[config.mk]
export PLATFORM = sky130hd
export DESIGN_NAME = block_bitmap_allocator_unit
export DESIGN_NICKNAME = d
export VERILOG_FILES = /design/src/hdl/bba_pkg.sv /design/src/hdl/bba_word_unit.sv /design/src/hdl/block_bitmap_allocator_unit.sv
export SDC_FILE = /design/constraint.sdc
export NUM_CORES = 2
export LEC_CHECK = 0
export BUFFER_PORTS_ARGS = -buffer_cell sky130_fd_sc_hd__buf_4
export CAP_MARGIN = 20
export CORE_UTILIZATION = 55
export DETAILED_ROUTE_END_ITERATION = 8
export PLACE_DENSITY = 0.71
export SYNTH_ARGS = -nofsm -noshare
export SYNTH_HDL_FRONTEND = slang
export SYNTH_SLANG_ARGS = --single-unit
[constraint.sdc]
create_clock -name i_clk -period 15.73 [get_ports i_clk]
set_clock_uncertainty 0.2 [all_clocks]
set_input_delay 3.146 -clock i_clk [delete_from_list [all_inputs] [get_ports i_clk]]
set_output_delay 3.146 -clock i_clk [all_outputs]
set_load 0.02 [all_outputs]
[src/hdl/bba_pkg.sv]
// Package for the block bitmap allocator: request/response payload types,
// action codes, sequencer states and word-unit control structs. No dependencies.
`timescale 1ns / 1ps
`default_nettype none

package bba_pkg;

    // Payload field widths
    localparam int ACTION_W = 3;
    localparam int POS_W    = 10;
    localparam int LEN_W    = 11;
    localparam int CNT_W    = 11;

    // Internal bit index width: holds start + length and count + word size
    localparam int IX_W = 12;

    // Map geometry defaults
    localparam int NUM_BLOCKS_DEF = 1024;
    localparam int WORD_W_DEF     = 32;
    localparam int MAX_OFF_W      = 5;

    // Block count after reset
    localparam logic [CNT_W-1:0] BLOCK_COUNT_RST = CNT_W'(1024);

    // Action codes
    localparam logic [ACTION_W-1:0] ACT_READ      = 3'd0;
    localparam logic [ACTION_W-1:0] ACT_MARK_USED = 3'd1;
    localparam logic [ACTION_W-1:0] ACT_MARK_FREE = 3'd2;
    localparam logic [ACTION_W-1:0] ACT_SEARCH    = 3'd3;
    localparam logic [ACTION_W-1:0] ACT_FREE_RUN  = 3'd4;

    typedef struct packed {
        logic [ACTION_W-1:0] action;
        logic [POS_W-1:0]    position;
        logic [LEN_W-1:0]    length;
        logic                wanted_bit;
    } t_req;

    typedef struct packed {
        logic             found;
        logic [POS_W-1:0] result_position;
        logic             bit_value;
    } t_rsp;

    typedef enum logic [1:0] {
        S_CLEAR,
        S_IDLE,
        S_EVAL,
        S_DONE
    } t_state;

    // Control into the word unit: bit range [lo_off, hi_cnt) of the word
    typedef struct packed {
        logic [MAX_OFF_W-1:0] lo_off;
        logic [MAX_OFF_W:0]   hi_cnt;
        logic                 want;
        logic                 set_val;
    } t_wu_ctl;

    // Status out of the word unit: lowest matching bit inside the range
    typedef struct packed {
        logic                 hit;
        logic [MAX_OFF_W-1:0] hit_off;
    } t_wu_res;

endpackage

`default_nettype wire

[src/hdl/bba_word_unit.sv]
// Shared word unit of the block bitmap allocator: range mask, first-match
// search and read-modify-write merge over one map word. Uses bba_pkg.
`timescale 1ns / 1ps
`default_nettype none

module bba_word_unit
    import bba_pkg::*;
#(
    parameter int WORD_W = WORD_W_DEF
) (
    input  wire logic [WORD_W-1:0] i_word,
    input  wire t_wu_ctl           i_ctl,
    output t_wu_res                o_res,
    output logic [WORD_W-1:0]      o_wr_word
);

    localparam int OFF_W = $clog2(WORD_W);

    logic [WORD_W-1:0] lo_mask;
    logic [WORD_W-1:0] hi_mask;
    logic [WORD_W-1:0] range_mask;
    logic [WORD_W-1:0] match;
    logic [OFF_W-1:0]  first;

    // Build the bit range of this word
    always_comb begin
        lo_mask = {WORD_W{1'b1}} << i_ctl.lo_off[OFF_W-1:0];
        if (32'(i_ctl.hi_cnt) >= WORD_W) begin
            hi_mask = {WORD_W{1'b1}};
        end else begin
            hi_mask = ~({WORD_W{1'b1}} << i_ctl.hi_cnt);
        end
        range_mask = lo_mask & hi_mask;
    end

    // Find the lowest bit in range that holds the wanted value
    always_comb begin
        match = (i_ctl.want ? i_word : ~i_word) & range_mask;
        first = '0;
        for (int j = WORD_W - 1; j >= 0; j--) begin
            if (match[j]) begin
                first = OFF_W'(j);
            end
        end
        o_res.hit     = |match;
        o_res.hit_off = MAX_OFF_W'(first);
    end

    // Merge a mark into the word
    assign o_wr_word = i_ctl.set_val ? (i_word | range_mask) : (i_word & ~range_mask);

endmodule

`default_nettype wire

[src/hdl/block_bitmap_allocator_unit.sv]
// Block bitmap allocator: usage map in a word memory, scanned one word per cycle.
// Reset runs a clearing pass over every map word (32 at default) with input stalled.
// Out-of-range or trivial requests skip the scan; a read fetches a single word;
// mark and value search step through each map word touched; free run also
// restarts its scan at each free/used boundary.
// One request at a time; the result register lets the next request in while a result waits.
`timescale 1ns / 1ps
`default_nettype none

module block_bitmap_allocator_unit
    import bba_pkg::*;
#(
    parameter int NUM_BLOCKS = NUM_BLOCKS_DEF
) (
    input  wire logic             i_clk,
    input  wire logic             i_rst_n,
    // Configuration: block count
    input  wire logic             i_cfg_we,
    input  wire logic [CNT_W-1:0] i_cfg_wdata,
    // Request channel
    input  wire logic             i_in_valid,
    output logic                  o_in_stall,
    input  wire t_req             i_in_data,
    // Response channel
    output logic                  o_out_valid,
    input  wire logic             i_out_stall,
    output t_rsp                  o_out_data
);

    localparam int WORD_W = (NUM_BLOCKS >= 64) ? WORD_W_DEF : (1 << $clog2(NUM_BLOCKS)) / 2;
    localparam int OFF_W  = $clog2(WORD_W);
    localparam int DEPTH  = (NUM_BLOCKS + WORD_W - 1) / WORD_W;
    localparam int AW     = $clog2(DEPTH);

    // Control registers
    t_state           r_state, n_state;
    logic [AW-1:0]    r_clr, n_clr;
    logic [CNT_W-1:0] r_block_count;
    logic             r_out_valid, n_out_valid;

    // Work registers
    logic [ACTION_W-1:0] r_act, n_act;
    logic [IX_W-1:0]     r_ptr, n_ptr;
    logic [IX_W-1:0]     r_end, n_end;
    logic [IX_W-1:0]     r_cand, n_cand;
    logic [LEN_W-1:0]    r_len, n_len;
    logic                r_want, n_want;
    logic                r_seek_used, n_seek_used;
    t_rsp                r_res, n_res;
    t_rsp                r_out, n_out;

    // Map memory
    logic [WORD_W-1:0] r_mem [DEPTH];
    logic [WORD_W-1:0] r_rd_data;
    logic              mem_we;
    logic              mem_re;
    logic [AW-1:0]     wr_addr;
    logic [AW-1:0]     rd_addr;
    logic [WORD_W-1:0] wr_data;

    // Datapath signals
    logic [IX_W-1:0]   lim;
    logic [IX_W-1:0]   pos_x;
    logic [IX_W-1:0]   len_x;
    logic [IX_W-1:0]   run_end;
    logic [IX_W-1:0]   mark_end;
    logic [IX_W-1:0]   word_base;
    logic [IX_W-1:0]   rem;
    logic              last_word;
    logic [OFF_W:0]    hi_cnt;
    logic [IX_W-1:0]   next_base;
    logic [IX_W-1:0]   hit_pos;
    logic [IX_W-1:0]   fit_end;
    logic              out_free;
    t_wu_ctl           wu_ctl;
    t_wu_res           wu_res;
    logic [WORD_W-1:0] wu_wr_word;

    // Effective block count
    assign lim = (32'(r_block_count) > NUM_BLOCKS) ? IX_W'(NUM_BLOCKS)
                                                   : IX_W'(r_block_count);

    // Request operands
    assign pos_x    = IX_W'(i_in_data.position);
    assign len_x    = IX_W'(i_in_data.length);
    assign run_end  = pos_x + len_x;
    assign mark_end = (run_end > lim) ? lim : run_end;

    // Current word window
    assign word_base = r_ptr & ~IX_W'(WORD_W - 1);
    assign rem       = r_end - word_base;
    assign last_word = rem <= IX_W'(WORD_W);
    assign hi_cnt    = last_word ? rem[OFF_W:0] : (OFF_W + 1)'(WORD_W);
    assign next_base = word_base + IX_W'(WORD_W);
    assign hit_pos   = word_base + IX_W'(wu_res.hit_off[OFF_W-1:0]);
    assign fit_end   = hit_pos + IX_W'(r_len);

    assign wu_ctl.lo_off  = MAX_OFF_W'(r_ptr[OFF_W-1:0]);
    assign wu_ctl.hi_cnt  = (MAX_OFF_W + 1)'(hi_cnt);
    assign wu_ctl.want    = r_want;
    assign wu_ctl.set_val = (r_act == ACT_MARK_USED);

    bba_word_unit #(
        .WORD_W (WORD_W)
    ) u_word_unit (
        .i_word    (r_rd_data),
        .i_ctl     (wu_ctl),
        .o_res     (wu_res),
        .o_wr_word (wu_wr_word)
    );

    assign out_free = !r_out_valid || !i_out_stall;

    // Sequencer: next state and datapath control
    always_comb begin
        n_state     = r_state;
        n_clr       = r_clr;
        n_act       = r_act;
        n_ptr       = r_ptr;
        n_end       = r_end;
        n_cand      = r_cand;
        n_len       = r_len;
        n_want      = r_want;
        n_seek_used = r_seek_used;
        n_res       = r_res;
        n_out       = r_out;
        n_out_valid = r_out_valid;
        mem_we      = 1'b0;
        wr_addr     = AW'(r_ptr >> OFF_W);
        wr_data     = wu_wr_word;

        // Drop the result once the receiver takes it
        if (r_out_valid && !i_out_stall) begin
            n_out_valid = 1'b0;
        end

        case (r_state)
            S_CLEAR: begin
                mem_we  = 1'b1;
                wr_addr = r_clr;
                wr_data = '0;
                n_clr   = r_clr + 1'b1;
                if (r_clr == AW'(DEPTH - 1)) begin
                    n_state = S_IDLE;
                end
            end

            S_IDLE: begin
                if (i_in_valid) begin
                    n_act       = i_in_data.action;
                    n_len       = i_in_data.length;
                    n_want      = i_in_data.wanted_bit;
                    n_seek_used = 1'b0;
                    n_res       = '0;
                    n_state     = S_DONE;
                    case (i_in_data.action)
                        ACT_READ: begin
                            n_res.found = 1'b1;
                            n_want      = 1'b1;
                            if (pos_x < lim) begin
                                n_ptr   = pos_x;
                                n_end   = pos_x + 1'b1;
                                n_state = S_EVAL;
                            end
                        end
                        ACT_MARK_USED, ACT_MARK_FREE: begin
                            n_res.found = 1'b1;
                            if (pos_x < mark_end) begin
                                n_ptr   = pos_x;
                                n_end   = mark_end;
                                n_state = S_EVAL;
                            end
                        end
                        ACT_SEARCH: begin
                            n_ptr = pos_x + 1'b1;
                            n_end = lim;
                            if (pos_x + 1'b1 < lim) begin
                                n_state = S_EVAL;
                            end
                        end
                        ACT_FREE_RUN: begin
                            if (len_x != '0 && len_x <= lim) begin
                                n_ptr   = '0;
                                n_end   = lim;
                                n_want  = 1'b0;
                                n_state = S_EVAL;
                            end
                        end
                        default: begin
                            n_state = S_DONE;
                        end
                    endcase
                end
            end

            S_EVAL: begin
                case (r_act)
                    ACT_READ: begin
                        n_res.bit_value = wu_res.hit;
                        n_state         = S_DONE;
                    end
                    ACT_MARK_USED, ACT_MARK_FREE: begin
                        mem_we = 1'b1;
                        if (last_word) begin
                            n_state = S_DONE;
                        end else begin
                            n_ptr = next_base;
                        end
                    end
                    ACT_SEARCH: begin
                        if (wu_res.hit) begin
                            n_res.found           = 1'b1;
                            n_res.result_position = POS_W'(hit_pos);
                            n_state               = S_DONE;
                        end else if (last_word) begin
                            n_state = S_DONE;
                        end else begin
                            n_ptr = next_base;
                        end
                    end
                    ACT_FREE_RUN: begin
                        if (!r_seek_used) begin
                            // Look for the next free block to start a candidate run
                            if (wu_res.hit) begin
                                if (fit_end > lim) begin
                                    n_state = S_DONE;
                                end else begin
                                    n_cand      = hit_pos;
                                    n_ptr       = hit_pos;
                                    n_end       = fit_end;
                                    n_want      = 1'b1;
                                    n_seek_used = 1'b1;
                                end
                            end else if (last_word) begin
                                n_state = S_DONE;
                            end else begin
                                n_ptr = next_base;
                            end
                        end else begin
                            // Check the candidate run holds no used block
                            if (wu_res.hit) begin
                                n_ptr       = hit_pos + 1'b1;
                                n_end       = lim;
                                n_want      = 1'b0;
                                n_seek_used = 1'b0;
                                if (hit_pos + 1'b1 >= lim) begin
                                    n_state = S_DONE;
                                end
                            end else if (last_word) begin
                                n_res.found           = 1'b1;
                                n_res.result_position = POS_W'(r_cand);
                                n_state               = S_DONE;
                            end else begin
                                n_ptr = next_base;
                            end
                        end
                    end
                    default: begin
                        n_state = S_DONE;
                    end
                endcase
            end

            S_DONE: begin
                if (out_free) begin
                    n_out       = r_res;
                    n_out_valid = 1'b1;
                    n_state     = S_IDLE;
                end
            end

            default: begin
                n_state = S_IDLE;
            end
        endcase
    end

    // Fetch the word under the next pointer whenever the scan goes on
    assign mem_re  = (n_state == S_EVAL);
    assign rd_addr = AW'(n_ptr >> OFF_W);

    // Control state
    always_ff @(posedge i_clk) begin
        if (!i_rst_n) begin
            r_state       <= S_CLEAR;
            r_clr         <= '0;
            r_out_valid   <= 1'b0;
            r_block_count <= BLOCK_COUNT_RST;
        end else begin
            r_state     <= n_state;
            r_clr       <= n_clr;
            r_out_valid <= n_out_valid;
            if (i_cfg_we) begin
                r_block_count <= i_cfg_wdata;
            end
        end
    end

    // Work registers
    always_ff @(posedge i_clk) begin
        r_act       <= n_act;
        r_ptr       <= n_ptr;
        r_end       <= n_end;
        r_cand      <= n_cand;
        r_len       <= n_len;
        r_want      <= n_want;
        r_seek_used <= n_seek_used;
        r_res       <= n_res;
        r_out       <= n_out;
    end

    // Map memory: one write and one registered read per cycle
    always_ff @(posedge i_clk) begin
        if (mem_we) begin
            r_mem[wr_addr] <= wr_data;
        end
        if (mem_re) begin
            r_rd_data <= r_mem[rd_addr];
        end
    end

    assign o_in_stall  = (r_state != S_IDLE);
    assign o_out_valid = r_out_valid;
    assign o_out_data  = r_out;

    // Map writes come only from the clearing pass or a mark
    a_write_source: assert property (@(posedge i_clk) disable iff (!i_rst_n)
        mem_we |-> (r_state == S_CLEAR) ||
                   (r_state == S_EVAL && (r_act == ACT_MARK_USED || r_act == ACT_MARK_FREE)))
        else $error("map written outside clear or mark");

    // A scan never runs past its bound or past the block count
    a_scan_bound: assert property (@(posedge i_clk) disable iff (!i_rst_n)
        (r_state == S_EVAL) |-> (r_ptr < r_end) && (r_end <= lim))
        else $error("scan pointer outside its window");

    // A finished result waits while the output register is still held
    a_done_hold: assert property (@(posedge i_clk) disable iff (!i_rst_n)
        (r_state == S_DONE && r_out_valid && i_out_stall) |=> (r_state == S_DONE))
        else $error("result left before output register was free");

    // A result is loaded exactly when the sequencer leaves DONE
    a_out_load: assert property (@(posedge i_clk) disable iff (!i_rst_n)
        (r_state == S_DONE && out_free) |=> (r_out_valid && r_state == S_IDLE))
        else $error("result not transferred to output register");

    // The clearing pass ends after one sweep of the memory
    a_clear_len: assert property (@(posedge i_clk) disable iff (!i_rst_n)
        (r_state == S_CLEAR && r_clr == AW'(DEPTH - 1)) |=> (r_state == S_IDLE))
        else $error("clearing pass length wrong");

endmodule

`default_nettype wire

==> out/qor.yml <==
run_status:
  outcome: "complete, no violations"
timing:
  period_needed_ns: 12.27
  finalSetupViolCount: 0
  slew_viol_final: 0
  grt_setup_unrepaired: "no"
  slew_headroom_pct: 22.6
  clock.fmax_mhz: 81.5
  hold_viol: 0
  period_share_pct: 78.0
  tightest_slew_ns: 1.16
  final.setup.tns_ns: 0
critical_path:
  r2r_cells: 32
  path_max_fanout: 37
  crit_path_start_kind: "primary input"
  crit_family: "compound AO/OA/AOI/OAI gates"
  r2r-start: "r_ptr[7]"
  crit_path_start: "i_in_data[12]"
  rrSetupSlack_ns: 5.04
  cp_slowest_cell: "nor2_8"
  required_ns: 15.96
  crit_type: "primary input to register"
  reg2reg_to: "r_rd_data[24]"
  crit_buf_inv: 2
  crit_path_end_kind: "register"
  cpPeakStageDelay_ns: 0.82
  arrival_ns: 12.50
worst_hold_path:
  hold-path-endpoint: "o_out_data[1]"
  hold_path.class: "register to register"
  min-delay-start: "r_res[1]"
  hold_depth: 0
layout:
  drive_gt1_share_pct: 11.7
  mostFrequentLayoutCell: "edfxtp_1"
  final_cell_mix: "edfxtp_1, mux2i_1, nand2_1"
  post-route-util_pct: 61.8
  layout.nets: 3819
  area_growth_pct: 11.4
logic_synthesis:
  syn_nets: 3737
  synth_cell_types: 94
  async_flop_share_pct: 0
  syn_area_per_cell_sq_um: 14.7
  yosysTopAreaCell: "edfxtp_1"
  synth-seq-cells: 1149
  netlist_area_sq_mm: 0.0526
  syn_inst: 3585
  synth-warning-count: 0
  synth_flop_cell: "edfxtp_1"
  synthTopCellsByArea: "edfxtp_1, mux2i_1, ha_1"
  seq_area_frac_synth_pct: 65.1
  synth_edf_count: 1125
  synth_top_cell_area_share_pct: 64.2
cts:
  clk_latency_ns: 0.72
  ctsHoldBuffers: 0
  cts_resized: 0
  post_cts_buffers: 0
  cts_tree: "built"
  clkSinkCount: 1149
  cts_root_buf: "clkbuf_16"
  clk_pin_slew_worst_paths_ns: 0.06
  cts_max_level: 3
  cts_buffers: 111
  cts_max_path_buffers: 3
routing:
  ant_nets: 0
  wl_per_cell_microns: 29.0
  drt-pass1-iter-count: 6
  via_per_inst: 6.37
  num_vias: 32024
  drc: 0
  drt_iter0_markers: 3570
  drt_wl_total_microns: 146000
floorplan:
  die_w_microns: 311
  row_count: 113
  core_area_sq_mm: 0.0949
  die_y_microns: 311
  initial_utilization_pct: 55.5
  dieArea_sq_mm: 0.0969
  ios: 55
placement:
  io_buffers: 54
  dp_hpwl_microns: 82700
  gp_congestion: 1.00
grt:
  grt_pass1_wl_microns: 209000
  antenna_found_initial: 4
  grt_pass1_vias: 30767
  grt_max_degree: 130
  track_usage_pct: 29.8
  grt_overflow_total: 0
flow_run:
  timing.max_cap.violations: 0
pwr:
  p_leak_uw: 0.0227
  irDropWorstVdd_mv: 0.237
  power_density_mw_per_mm2: 193
-- per-stage QoR --
step	setup WS [ns]	total power [uW]	cell area [sq um]	std cells	hold slack (ns)
floorplan	5.30	7260	52600	3585	0.200
global placement	2.97	8480	54700	4808	0.202
detailed placement	2.96	8510	54700	4808	0.206
CTS	3.67	11200	58500	5017	0.213
global route	3.05	11800	58600	5029	0.225
finish	3.46	11300	58600	5029	0.217
-- report_power, final --
group / total, uW / internal (uW) / switching [uW] / leakage, uW
Combinational: 4460 / 1690 / 2760 / 0.0103
Clock: 2730 / 1570 / 1150 / 0.00184
Sequential: 4110 / 3890 / 221 / 0.0106
Total: 11300 / 7150 / 4140 / 0.0227
-- sequential cells by signal, indices dropped and copies added (netlist names) --
| register | count |
|---|---|
| r_mem | 1024 |
| r_rd_data | 32 |
| o_out_data | 12 |
| r_end | 12 |
| r_ptr | 12 |
| r_res | 12 |
| r_block_count | 11 |
| r_len | 11 |
| r_cand | 10 |
| r_clr | 5 |
| r_act | 3 |
| r_state | 2 |
| o_out_valid | 1 |
| r_seek_used | 1 |
| r_want | 1 |
-- metal layers --
| layer | part of all wire (%) | vias up | routed length [microns] | GRT usage, % |
|---|---|---|---|---|
| met2 | 47 | 1446 | 69000 | 47.9 |
| met5 | 0.0082 | - | 12 | 0 |
| met3 | 7.7 | 316 | 11200 | 4.19 |
| met1 | 41 | 16070 | 59300 | 40.7 |
| met4 | 4.3 | 2 | 6290 | 12.6 |
| li1 | - | 14190 | - | - |
-- worst max-delay path by stage --
stage | cells past startpoint | slack [ns] | endpoint
2_1_floorplan | 32 | 5.30 | r_rd_data[30]
3_3_place_gp | 33 | 2.97 | r_rd_data[18]
3_5_place_dp | 33 | 2.96 | r_rd_data[9]
4_1_cts | 33 | 3.67 | r_rd_data[9]
5_1_grt | 32 | 3.05 | r_rd_data[9]
6_report | 33 | 3.46 | r_rd_data[30]
-- logic make-up (layout without fill, tap and decap cells) --
family / Yosys count / after routing / synth area share (%)
flops: 1149 / 1149 / 65.1
xor+xnor: 71 / 71 / 1.20
compound gates: 570 / 570 / 7.26
simple gates: 628 / 628 / 5.99
fa+ha+maj: 111 / 111 / 2.68
other cells: 0 / 1 / 0
mux: 805 / 805 / 15.4
buf+inv: 251 / 429 / 2.37
-- synth_stat cells (42+ instances only) --
cell,n
edfxtp_1,1125
mux2i_1,792
nor2_1,167
nand2_1,155
o22ai_1,131
a21oi_1,109
ha_1,108
clkbuf_1,76
o21ai_0,72
inv_1,56
buf_2,54
xnor2_1,47
nand3_1,46
buf_4,42
-- area by class of cell --
class,instances,area [sq um]
Fill cell,6944,36200
Timing Repair Buffer,160,1370
Multi-Input combinational cell,2185,17500
Inverter,60,225
Tap cell,1265,1580
Antenna cell,1,2.50
Sequential cell,1149,34300
Clock buffer,128,2910
Clock inverter,81,847
No activity file was read; power rests on OpenSTA's default activity.
